`src/hdl/assert_macros.svh`:
```
// ----------------------------------------------------------------------------
// assertion macros
// shared concurrent assertion wrappers, clocked on clk_i, reset by rst_ni
// ----------------------------------------------------------------------------
`ifndef ASSERT_MACROS_SVH
`define ASSERT_MACROS_SVH

// generic check with a fixed message
`define RBAM_ASSERT(lbl, prop) \
  lbl: assert property (@(posedge clk_i) disable iff (!rst_ni) (prop)) \
    else $error("rbam assertion failed");

// check with a caller message
`define RBAM_ASSERT_MSG(lbl, prop, msg) \
  lbl: assert property (@(posedge clk_i) disable iff (!rst_ni) (prop)) \
    else $error(msg);

`endif

```
`src/hdl/rbam_pkg.sv`:
```
// ----------------------------------------------------------------------------
// rbam_pkg
// widths, codes and stage payload types of the radial brush alpha mask
// ----------------------------------------------------------------------------
package rbam_pkg;

  localparam int MAX_DIAMETER = 512;
  localparam int ROW_W   = 9;
  localparam int DIA_W   = 10;
  localparam int ALPHA_W = 16;
  localparam int S_W     = 18;
  localparam int DD_W    = 19;
  localparam int X_W     = 52;
  localparam int ROOT_W  = 26;
  localparam int REM_W   = ROOT_W + 2;
  localparam int NUM_W   = 36;
  localparam int N_W     = 37;

  localparam logic [ALPHA_W-1:0] ALPHA_ONE = 16'hFFFF;
  localparam logic [DIA_W-1:0]   DIA_MAX   = DIA_W'(MAX_DIAMETER);

  typedef enum logic [1:0] {
    FALLOFF_CONST  = 2'd0,
    FALLOFF_LINEAR = 2'd1,
    FALLOFF_QUAD   = 2'd2
  } falloff_e;

  localparam logic REG_FALLOFF_MODE   = 1'b0;
  localparam logic REG_BRUSH_DIAMETER = 1'b1;

  typedef struct packed {
    logic             vld;
    logic             in_disk;
    logic [X_W-1:0]   x;
    logic [NUM_W-1:0] num;
  } front_t;

  typedef struct packed {
    logic              vld;
    logic              in_disk;
    logic [NUM_W-1:0]  num;
    logic [ROOT_W-1:0] root;
    logic              exact;
  } root_t;

  typedef struct packed {
    logic               vld;
    logic               in_disk;
    logic [ALPHA_W-1:0] up;
  } quot_t;

endpackage

```
`src/hdl/rbam_isqrt.sv`:
```
// ----------------------------------------------------------------------------
// rbam_isqrt
// pipelined restoring square root, one root bit per stage
// ----------------------------------------------------------------------------
module rbam_isqrt import rbam_pkg::*; (
  input  logic   clk_i,
  input  logic   rst_ni,
  input  logic   en_i,
  input  front_t front_i,
  output root_t  root_o
);

  logic              vld_q     [ROOT_W];
  logic              in_disk_q [ROOT_W];
  logic [X_W-1:0]    x_q       [ROOT_W];
  logic [NUM_W-1:0]  num_q     [ROOT_W];
  logic [REM_W-1:0]  rem_q     [ROOT_W];
  logic [ROOT_W-1:0] root_q    [ROOT_W];

  for (genvar k = 0; k < ROOT_W; k++) begin : g_stage
    localparam int B = ROOT_W - 1 - k;
    logic              vld_in, in_disk_in;
    logic [X_W-1:0]    x_in;
    logic [NUM_W-1:0]  num_in;
    logic [REM_W-1:0]  rem_in, rem_d;
    logic [ROOT_W-1:0] root_in, root_d;
    logic [REM_W+1:0]  rem_sh, trial;
    logic              ge;

    if (k == 0) begin : g_first
      assign vld_in     = front_i.vld;
      assign in_disk_in = front_i.in_disk;
      assign x_in       = front_i.x;
      assign num_in     = front_i.num;
      assign rem_in     = '0;
      assign root_in    = '0;
    end else begin : g_next
      assign vld_in     = vld_q[k-1];
      assign in_disk_in = in_disk_q[k-1];
      assign x_in       = x_q[k-1];
      assign num_in     = num_q[k-1];
      assign rem_in     = rem_q[k-1];
      assign root_in    = root_q[k-1];
    end

    always_comb begin
      rem_sh = {rem_in, x_in[2*B+1 -: 2]};
      trial  = {2'b00, root_in, 2'b01};
      ge     = rem_sh >= trial;
      rem_d  = ge ? REM_W'(rem_sh - trial) : REM_W'(rem_sh);
      root_d = {root_in[ROOT_W-2:0], ge};
    end

    always_ff @(posedge clk_i or negedge rst_ni) begin
      if (!rst_ni) begin
        vld_q[k] <= 1'b0;
      end else if (en_i) begin
        vld_q[k] <= vld_in;
      end
    end

    always_ff @(posedge clk_i) begin
      if (en_i) begin
        in_disk_q[k] <= in_disk_in;
        x_q[k]       <= x_in;
        num_q[k]     <= num_in;
        rem_q[k]     <= rem_d;
        root_q[k]    <= root_d;
      end
    end
  end

  always_comb begin
    root_o.vld     = vld_q[ROOT_W-1];
    root_o.in_disk = in_disk_q[ROOT_W-1];
    root_o.num     = num_q[ROOT_W-1];
    root_o.root    = root_q[ROOT_W-1];
    root_o.exact   = rem_q[ROOT_W-1] == '0;
  end

endmodule

```
`config.mk`:
```
export PLATFORM = sky130hd
export DESIGN_NAME = rbam_isqrt
export DESIGN_NICKNAME = d
export VERILOG_FILES = /design/src/hdl/assert_macros.svh /design/src/hdl/rbam_pkg.sv /design/src/hdl/rbam_isqrt.sv
export SDC_FILE = /design/constraint.sdc
export NUM_CORES = 2
export LEC_CHECK = 0
export BUFFER_PORTS_ARGS = -buffer_cell sky130_fd_sc_hd__buf_2
export CAP_MARGIN = 20
export CELL_PAD_IN_SITES_DETAIL_PLACEMENT = 0
export CELL_PAD_IN_SITES_GLOBAL_PLACEMENT = 2
export CORE_ASPECT_RATIO = 1.5
export CORE_UTILIZATION = 47
export CTS_CLUSTER_DIAMETER = 80
export DETAILED_ROUTE_END_ITERATION = 12
export PLACE_DENSITY = 0.87
export RECOVER_POWER = 50
export SETUP_SLACK_MARGIN = 0.2
export SLEW_MARGIN = 20
export SYNTH_ARGS = -nofsm -noshare
export SYNTH_HDL_FRONTEND = slang
export SYNTH_SLANG_ARGS = --single-unit
```
`constraint.sdc`:
```
create_clock -name clk_i -period 4.3 [get_ports clk_i]
set_clock_uncertainty 0.2 [all_clocks]
set_input_delay 0.43 -clock clk_i [delete_from_list [all_inputs] [get_ports clk_i]]
set_output_delay 0.43 -clock clk_i [all_outputs]
set_load 0.05 [all_outputs]
```
==> impl_metrics.json <==
{
  "hpwlAfterDp_mm": 160.4,
  "fmax_mhz": 251.6,
  "htreeDepth": 5,
  "viasPerCell": 5.278,
  "hold_path_class": "primary input to flop",
  "instances_no_fill": 11090,
  "cts_buffer_depth": 4,
  "die_height_um": 592.8,
  "coreArea_um2": 231100,
  "critical_path.max_fanout": 25,
  "synth_edf_count": 2653,
  "finalNetCount": 8313,
  "cts_buffers": 268,
  "cap_viol_max_count": 7,
  "min_period_ns": 3.975,
  "avgSynthCellArea_um2": 15.14,
  "most-common-layout-cells": "2653 x edfxtp_1, 482 x inv_1, 434 x nor2_1",
  "cts_root_buf": "clkbuf_16",
  "design_area_um2": 124900,
  "clk_pin_slew_ns": 0.06,
  "portBuffers": 157,
  "ios": 158,
  "drive_above_1_share": 0.1078,
  "grt_first_pass_wirelength_mm": 334.9,
  "outcome": "finished, violations left",
  "antenna_found_initial": 11,
  "vias": 58550,
  "synthArstFlopShare": 0.009705,
  "finalCritPeriodShare": 0.9244,
  "drc": 0,
  "die_w_um": 395.8,
  "routed_wl_mm": 219.9,
  "p_per_area_nw_per_um2": 533.3,
  "setup_viol": 0,
  "synth_nets": 7697,
  "wl_per_cell_um": 19.82,
  "start_util": 0.4732,
  "clock_sinks": 2679,
  "timing.final.ws_setup_ns": 0.3253,
  "cts_tree": "built",
  "syn_to_final_growth_pct": 14.22,
  "slew_headroom": -0.7953,
  "dieArea_um2": 234600,
  "place_congestion": 0.9743,
  "static-leakage-power_nw": 46.29,
  "cp.arrival_ns": 4.31,
  "first_pass_iters": 9,
  "clk_latency_ns": 0.83,
  "netlist_instances": 7223,
  "netlist_area_um2": 109400,
  "fillers": 18660,
  "rsz0062_at_grt": "no",
  "path_class": "flop to flop",
  "grt_pass1_vias": 61160,
  "post-place-ws_ns": -0.01178,
  "ys_ff_latch": 2679,
  "power_mw": 66.62,
  "grt_use_total": 0.1854,
  "final_common_cell": "edfxtp_1",
  "crit_path_start_kind": "flop",
  "violations": "capacitance limit, slew limit",
  "yosysUniqueCellTypes": 83,
  "end_kind": "flop",
  "critPathRequiredTime_ns": 4.63,
  "grt_overflow_total": 0,
  "worst_pin_slew_ns": 2.693,
  "grt_max_degree": 131,
  "ant_nets": 0,
  "yosysWarnings": 0,
  "drt_iter0_drc": 2696,
  "max-vdd-ir-drop_v": 0.0003871,
  "placed_area_um2": 115700,
  "slew_violations": 421,
  "hold_viol_final": 0,
  "dpl.cell_count": 10530,
  "rows": 216,
  "synth-seq-area-share": 0.7345,
  "ys_dominant_reg_cell": "edfxtp_1",
  "final_util": 0.5405
}
cell usage after synthesis (all sizes together) (67+ instances only):
cell | instances | area, um2
nor2 | 435 | 1633
nand2b | 82 | 513.0
o21ai | 302 | 1511
nor4 | 88 | 571.8
nand2 | 379 | 1423
nor3 | 159 | 815.8
o21a | 78 | 585.6
a21o | 135 | 1013
or3 | 67 | 424.2
xor2 | 255 | 2233
xnor2 | 302 | 2645
ha | 381 | 4767
mux2 | 89 | 1002
edfxtp | 2653 | 79670
clkbuf | 110 | 412.9
nand3 | 114 | 570.6
nand4 | 69 | 431.7
inv | 482 | 1809
a21oi | 395 | 1977
worst max-delay path, cell delays in order (launching register included):
cell and delay [ns]:
edfxtp_1 0.39, ha_1 0.41, a21o_1 0.24, a21o_1 0.22, a2111oi_0 0.62, o41ai_2 0.29
nor2_1 0.14, and3_1 0.29, o21ai_2 0.10, buf_4 0.26, o21ai_0 0.56
layer usage:
| layer | GRT usage | vias up | routed length, um |
|---|---|---|---|
| li1 | - | 28410 | - |
| met1 | 0.1556 | 28540 | 68070 |
| met2 | 0.3853 | 1006 | 129500 |
| met3 | 0.02646 | 602 | 6196 |
| met4 | 0.1253 | 0 | 16120 |
| met5 | 0 | - | 0 |
final timing paths:
check	startpoint	to	slack, ns	depth (start not counted)
setup / recovery	rem_q[24][17]$_DFFE_PP_	rem_q[25][20]$_DFFE_PP_	0.33	10
hold / removal	front_i[72]	x_q[0][36]$_DFFE_PP_	0.10	2
setup reg to reg	rem_q[24][17]$_DFFE_PP_	rem_q[25][20]$_DFFE_PP_	0.33	10
hold reg to reg	x_q[0][138]$_DFFE_PP_	x_q[0][190]$_DFFE_PP_	0.20	0
max in group asynchronous	rst_ni	g_stage[6].vld_in$_DFFE_PN0P_	2.21	4
min in group asynchronous	rst_ni	g_stage[1].vld_in$_DFFE_PN0P_	0.90	4
flip-flops by register name, indices dropped and copies added, names as in the netlist:
| name | count |
|---|---|
| g_stage.vld_in | 25 |
| x_q | 650 |
| root_q | 351 |
| num_q | 936 |
| rem_q | 690 |
| root_o | 1 |
| in_disk_q | 26 |
final cells by class:
type                            count  area (um2)  area share
Antenna cell                       11       27.53   0.0002204
Clock buffer                      314        7028     0.05627
Clock inverter                    148        1476     0.01182
Inverter                          483        1813     0.01451
Multi-Input combinational cell   3940       26870      0.2151
Sequential cell                  2679       80320      0.6430
Tap cell                         3052        3819     0.03057
Timing Repair Buffer              467        3557     0.02848
cell families (layout without fill, tap and decap cells):
group                    Yosys count  in the layout  share of synthesized area
AND/OR/NAND/NOR                 1658           1658                    0.07569
flip-flops                      2679           2679                     0.7345
AO/OA/AOI/OAI                   1246           1246                    0.07089
buffers and inverters            604           1412                    0.02080
multiplexers                      97             97                   0.009897
XOR/XNOR                         557            557                    0.04461
adder cells (fa/ha/maj)          381            381                    0.04359
other                              1             12                 0.00003429
power by group:
part	switching, mW	internal (mW)
clock network	9.52	13.2
registers	1.52	32.1
logic	6.08	4.17
total	17.1	49.5
through the flow:
step,hold slack (ns),TNS (ns)
2_1_floorplan,-0.06559,0
3_3_place_gp,0.2001,0
3_5_place_dp,0.2045,-0.01178
4_1_cts,0.02306,0
5_1_grt,0.06303,0
6_report,0.1010,0
what timing repair did:
| item | in CTS | in global routing |
|---|---|---|
| hold buffers | 95 | 0 |
| setup buffers | 0 | 0 |
| hold endpoints to repair | 143 | 0 |
| resized for setup | 2 | 5 |
| setup endpoints to repair | 2 | 12 |
(Power assumes the default switching activity.)
