**config.mk**
```make
export PLATFORM = sky130hd
export DESIGN_NAME = rbam_cdiv
export DESIGN_NICKNAME = d
export VERILOG_FILES = /design/src/hdl/assert_macros.svh /design/src/hdl/rbam_pkg.sv /design/src/hdl/rbam_cdiv.sv
export SDC_FILE = /design/constraint.sdc
export NUM_CORES = 2
export LEC_CHECK = 0
export BUFFER_PORTS_ARGS = -buffer_cell sky130_fd_sc_hd__buf_2
export CORE_MARGIN = 3
export CORE_UTILIZATION = 27
export CTS_BUF_LIST = sky130_fd_sc_hd__clkbuf_4 sky130_fd_sc_hd__clkbuf_8
export DETAILED_ROUTE_END_ITERATION = 10
export SLEW_MARGIN = 20
export SYNTH_ARGS = -nofsm -noshare
export SYNTH_HDL_FRONTEND = slang
export SYNTH_SLANG_ARGS = --single-unit
```
**constraint.sdc**
```tcl
create_clock -name clk_i -period 8.5 [get_ports clk_i]
set_input_delay 0.425 -clock clk_i [delete_from_list [all_inputs] [get_ports clk_i]]
set_output_delay 0.425 -clock clk_i [all_outputs]
set_load 0.05 [all_outputs]
```
**src/hdl/assert_macros.svh**
```systemverilog
// ----------------------------------------------------------------------------
// assertion macros
// shared concurrent assertion wrappers, clocked on clk_i, reset by rst_ni
// ----------------------------------------------------------------------------
`ifndef ASSERT_MACROS_SVH
`define ASSERT_MACROS_SVH

// generic check with a fixed message
`define RBAM_ASSERT(lbl, prop) \
  lbl: assert property (@(posedge clk_i) disable iff (!rst_ni) (prop)) \
    else $error("rbam assertion failed");

// check with a caller message
`define RBAM_ASSERT_MSG(lbl, prop, msg) \
  lbl: assert property (@(posedge clk_i) disable iff (!rst_ni) (prop)) \
    else $error(msg);

`endif

```
**src/hdl/rbam_pkg.sv**
```systemverilog
// ----------------------------------------------------------------------------
// rbam_pkg
// widths, codes and stage payload types of the radial brush alpha mask
// ----------------------------------------------------------------------------
package rbam_pkg;

  localparam int MAX_DIAMETER = 512;
  localparam int ROW_W   = 9;
  localparam int DIA_W   = 10;
  localparam int ALPHA_W = 16;
  localparam int S_W     = 18;
  localparam int DD_W    = 19;
  localparam int X_W     = 52;
  localparam int ROOT_W  = 26;
  localparam int REM_W   = ROOT_W + 2;
  localparam int NUM_W   = 36;
  localparam int N_W     = 37;

  localparam logic [ALPHA_W-1:0] ALPHA_ONE = 16'hFFFF;
  localparam logic [DIA_W-1:0]   DIA_MAX   = DIA_W'(MAX_DIAMETER);

  typedef enum logic [1:0] {
    FALLOFF_CONST  = 2'd0,
    FALLOFF_LINEAR = 2'd1,
    FALLOFF_QUAD   = 2'd2
  } falloff_e;

  localparam logic REG_FALLOFF_MODE   = 1'b0;
  localparam logic REG_BRUSH_DIAMETER = 1'b1;

  typedef struct packed {
    logic             vld;
    logic             in_disk;
    logic [X_W-1:0]   x;
    logic [NUM_W-1:0] num;
  } front_t;

  typedef struct packed {
    logic              vld;
    logic              in_disk;
    logic [NUM_W-1:0]  num;
    logic [ROOT_W-1:0] root;
    logic              exact;
  } root_t;

  typedef struct packed {
    logic               vld;
    logic               in_disk;
    logic [ALPHA_W-1:0] up;
  } quot_t;

endpackage

```
**src/hdl/rbam_cdiv.sv**
```systemverilog
// ----------------------------------------------------------------------------
// rbam_cdiv
// operand select and pipelined ceiling division, one quotient bit per stage
// ----------------------------------------------------------------------------
module rbam_cdiv import rbam_pkg::*; (
  input  logic             clk_i,
  input  logic             rst_ni,
  input  logic             en_i,
  input  root_t            root_i,
  input  logic [1:0]       mode_i,
  input  logic [DIA_W-1:0] dia_i,
  input  logic [DD_W-1:0]  dd_i,
  output quot_t            quot_o
);

  logic            sel_vld_q, sel_in_disk_q;
  logic [N_W-1:0]  sel_n_q, sel_n_d;
  logic [DD_W-1:0] sel_d_q, sel_d_d;

  // ceil(n/d) as floor((n+d-1)/d); the linear root is bumped when not exact
  always_comb begin
    if (mode_i == FALLOFF_QUAD) begin
      sel_n_d = {1'b0, root_i.num} + {18'b0, dd_i} - N_W'(1);
      sel_d_d = dd_i;
    end else begin
      sel_n_d = {11'b0, root_i.root} + {36'b0, !root_i.exact} + {27'b0, dia_i} - N_W'(1);
      sel_d_d = {9'b0, dia_i};
    end
  end

  always_ff @(posedge clk_i or negedge rst_ni) begin
    if (!rst_ni) begin
      sel_vld_q <= 1'b0;
    end else if (en_i) begin
      sel_vld_q <= root_i.vld;
    end
  end

  always_ff @(posedge clk_i) begin
    if (en_i) begin
      sel_in_disk_q <= root_i.in_disk;
      sel_n_q       <= sel_n_d;
      sel_d_q       <= sel_d_d;
    end
  end

  logic               vld_q     [ALPHA_W];
  logic               in_disk_q [ALPHA_W];
  logic [N_W-1:0]     n_q       [ALPHA_W];
  logic [DD_W-1:0]    d_q       [ALPHA_W];
  logic [ALPHA_W-1:0] q_q       [ALPHA_W];

  for (genvar j = 0; j < ALPHA_W; j++) begin : g_stage
    localparam int B = ALPHA_W - 1 - j;
    logic               vld_in, in_disk_in, ge;
    logic [N_W-1:0]     n_in, n_d, dsh;
    logic [DD_W-1:0]    d_in;
    logic [ALPHA_W-1:0] q_in, q_d;

    if (j == 0) begin : g_first
      assign vld_in     = sel_vld_q;
      assign in_disk_in = sel_in_disk_q;
      assign n_in       = sel_n_q;
      assign d_in       = sel_d_q;
      assign q_in       = '0;
    end else begin : g_next
      assign vld_in     = vld_q[j-1];
      assign in_disk_in = in_disk_q[j-1];
      assign n_in       = n_q[j-1];
      assign d_in       = d_q[j-1];
      assign q_in       = q_q[j-1];
    end

    always_comb begin
      dsh = {18'b0, d_in} << B;
      ge  = n_in >= dsh;
      n_d = ge ? n_in - dsh : n_in;
      q_d = q_in | (ALPHA_W'(ge) << B);
    end

    always_ff @(posedge clk_i or negedge rst_ni) begin
      if (!rst_ni) begin
        vld_q[j] <= 1'b0;
      end else if (en_i) begin
        vld_q[j] <= vld_in;
      end
    end

    always_ff @(posedge clk_i) begin
      if (en_i) begin
        in_disk_q[j] <= in_disk_in;
        n_q[j]       <= n_d;
        d_q[j]       <= d_in;
        q_q[j]       <= q_d;
      end
    end
  end

  always_comb begin
    quot_o.vld     = vld_q[ALPHA_W-1];
    quot_o.in_disk = in_disk_q[ALPHA_W-1];
    quot_o.up      = q_q[ALPHA_W-1];
  end

endmodule

```
==> qor.yml <==
rsz0062_at_grt: "no"
grt_pass1_wl_mm: 191
drtIter0Drc: 2046
worst_hold_path_type: "in -> reg"
drc: 0
cts.sinks: 1066
cts_inserted_buffers: 183
p_leak_nw: 25.7
cts_setup_buffers: 0
holdPathStages: 4
holdWs_ns: 0.118
gp_congestion: 0.912
synth_edf_count: 1049
coreArea_mm2: 0.213
fmax_mhz: 240
slew_violations: 0
yosys.cell_types.count: 92
cts_tree: "done"
grt_max_degree: 179
synthesis.nets: 5611
start_util_pct: 27.3
critical_path.top_delay_family: "simple AND/OR/NAND/NOR gates"
max_slew_margin_pct: 25.5
p_per_area_mw_per_mm2: 289
portBuffers: 116
arrival_ns: 4.80
avgRoutedWirePerCell_um: 14.0
clockBufferDepth: 3
netlist_area_mm2: 0.0583
endpoint_kind: "flop"
syn_area_per_cell_um2: 11.4
r2r_cells: 12
critPathMaxStageDelay_ns: 0.72
wl_met1_mm: 47.4
synth_top_area_cell: "edfxtp_1"
final_cell_mix: "edfxtp_1, inv_1, ha_1"
finalSetupViolations: 0
top_layer_used: "met4"
nNetsFinal: 5872
synth-main-ff-cell: "edfxtp_1"
ir_drop_uv: 173
holdPathEnd: "g_stage[0].n_in[21]"
viasPerCell: 4.57
core.rowCount: 169
antenna_found_initial: 1
tightest_slew_ns: 1.11
insertion_delay_ns: 0.90
seq_area_frac_synth_pct: 54.8
cp_slowest_cell: "and2_1"
fin_worst_skew_ns: 0.0634
hpwl_mm: 86.9
synth_top_area_share_pct: 54.1
grtUsageTotal_pct: 10.3
synth_seq_cells: 1066
overflow: 0
die_area_mm2: 0.221
dr_wl_met3_mm: 4.54
die_height_um: 470
crit_chain: "inv_1 -> ha_1 -> fa_1 -> nor2b_1 -> o21ai_0 -> a21bo_2 -> a21oi_1 -> nor3_1 -> nor3_1 -> a211o_1 -> and2_1 -> mux2_2"
hold_viol: 0
ant_nets: 0
crit_top_cell: "nor3_1"
finalPower_w: 0.0192
vias: 38100
preCtsSetupSlack_ns: 4.03
timing.final.crit_period_ns: 4.16
regToRegEndpoint: "n_q[0][24]"
cp-start-kind: "flop"
setup_tns_ns: 0
firstDrtPassIters: 5
synth.area.top_cells: "edfxtp_1, ha_1, inv_1, xnor2_1, a21oi_1"
drv_cap: 0
min_from: "root_i[21]"
fin_crit_sh_pct: 49.0
ys.warnings.count: 0
worst_slack_ns: 4.34
path_buf_inv: 1
die_w_um: 470
final_common_cell: "edfxtp_1"
regToRegSetupSlack_ns: 4.34
wl_met2_mm: 58.8
ctsRootBufferMaster: "clkbuf_8"
cp_max_fo: 19
htree_levels: 4
routed_wl_mm: 117
layout-drive-gt1-share_pct: 10.5
synth_cells: 5100
status: "completed"
required_ns: 9.13
clkSlewWorstSetupHoldPaths_ns: 0.06
r2r-start: "g_stage[0].n_in[15]"
io_pins: 117
synthArstFlopShare_pct: 1.59
areaGrowthSynthToFinish_pct: 13.7
fillCellCount: 21400
grt_pass1_vias: 38500
path_class: "reg -> reg"
## worst reg2reg max path: cells and delay by family (launching register included)
family	cells	cell delay, ns
compound gates	4	0.98
fa+ha+maj	2	0.64
buf+inv	1	0.07
flops	1	0.34
mux	1	0.43
simple gates	4	1.44
## cells in the mapped netlist (all sizes together), types with 28 or more instances
master,instances
nor3,133
o21ai,300
mux2,82
nor4,63
inv,562
nand2,329
nor2b,61
nand4,57
a21o,145
buf,28
edfxtp,1049
a31oi,37
xor2,187
clkbuf,69
or3,45
and3,30
o21a,63
a21oi,342
o21bai,37
o31ai,36
or4,34
nor2,303
xnor2,210
nand2b,61
ha,395
nand3,80
## through the flow
step | util [%] | instance area (um^2) | std cells
floorplan | - | 58300 | 5100
global placement | 29.2 | 62200 | 7965
detailed placement | 29.2 | 62200 | 7965
CTS | 31.0 | 66200 | 8339
global route | 31.0 | 66200 | 8339
finish | 31.1 | 66200 | 8342
## area by class of cell
| type | count | area, um^2 | share of cell area (%) |
|---|---|---|---|
| inverter | 562 | 2110 | 3.18 |
| antenna | 3 | 7.51 | 0.0113 |
| clock inverter | 96 | 694 | 1.05 |
| tap | 2821 | 3530 | 5.33 |
| multi-input combinational | 3375 | 23800 | 35.9 |
| sequential | 1066 | 31900 | 48.2 |
| clock buffer | 246 | 3010 | 4.54 |
| timing repair buffer | 173 | 1160 | 1.75 |
## where the power goes
| part | leakage [nW] | switching (W) | internal (W) |
|---|---|---|---|
| Clock | 1.95 | 0.00212 | 0.00249 |
| Sequential | 10.3 | 0.000679 | 0.00731 |
| Combinational | 13.5 | 0.00365 | 0.00293 |
| Total | 25.7 | 0.00645 | 0.0127 |
## sequential cells by signal (all words and copies together), names as in the netlist
signal and flops:
in_disk_q 16, g_stage.n_in 37, n_q 555, quot_o 1, d_q 285, g_stage.in_disk_in 1
g_stage.vld_in 16, q_q 136, g_stage.d_in 19
## cell families (layout without fill, tap and decap cells)
kind of cell	after synthesis	count (layout)	synth area share (%)
compound gates	1169	1169	12.7
xor+xnor	397	397	5.97
fa+ha+maj	412	412	9.07
buf+inv	659	1077	4.38
flops	1066	1066	54.8
mux	88	88	1.73
other cells	0	3	0
simple gates	1309	1309	11.3
## timing repair
action,4_1_cts,5_1_grt
hold buffers,32,0
gates resized for setup,0,0
endpoints found under the hold margin,40,0
## metal layers
| layer | vias to the layer above | GRT usage, % |
|---|---|---|
| met5 | - | 0 |
| li1 | 19300 | - |
| met1 | 17700 | 11.2 |
| met3 | 329 | 2.09 |
| met2 | 832 | 18.7 |
| met4 | 0 | 5.52 |
## worst max-delay path by stage
| stage | start | to | cells after the start |
|---|---|---|---|
| floorplan | root_i[28] | g_stage[0].n_in[35] | 15 |
| global placement | root_i[28] | g_stage[0].n_in[35] | 16 |
| detailed placement | root_i[28] | g_stage[0].n_in[35] | 16 |
| CTS | g_stage[0].n_in[15] | n_q[0][24] | 12 |
| global route | g_stage[0].n_in[15] | n_q[0][24] | 12 |
| finish | g_stage[0].n_in[15] | n_q[0][24] | 12 |
No activity file was read; power rests on OpenSTA's default activity.
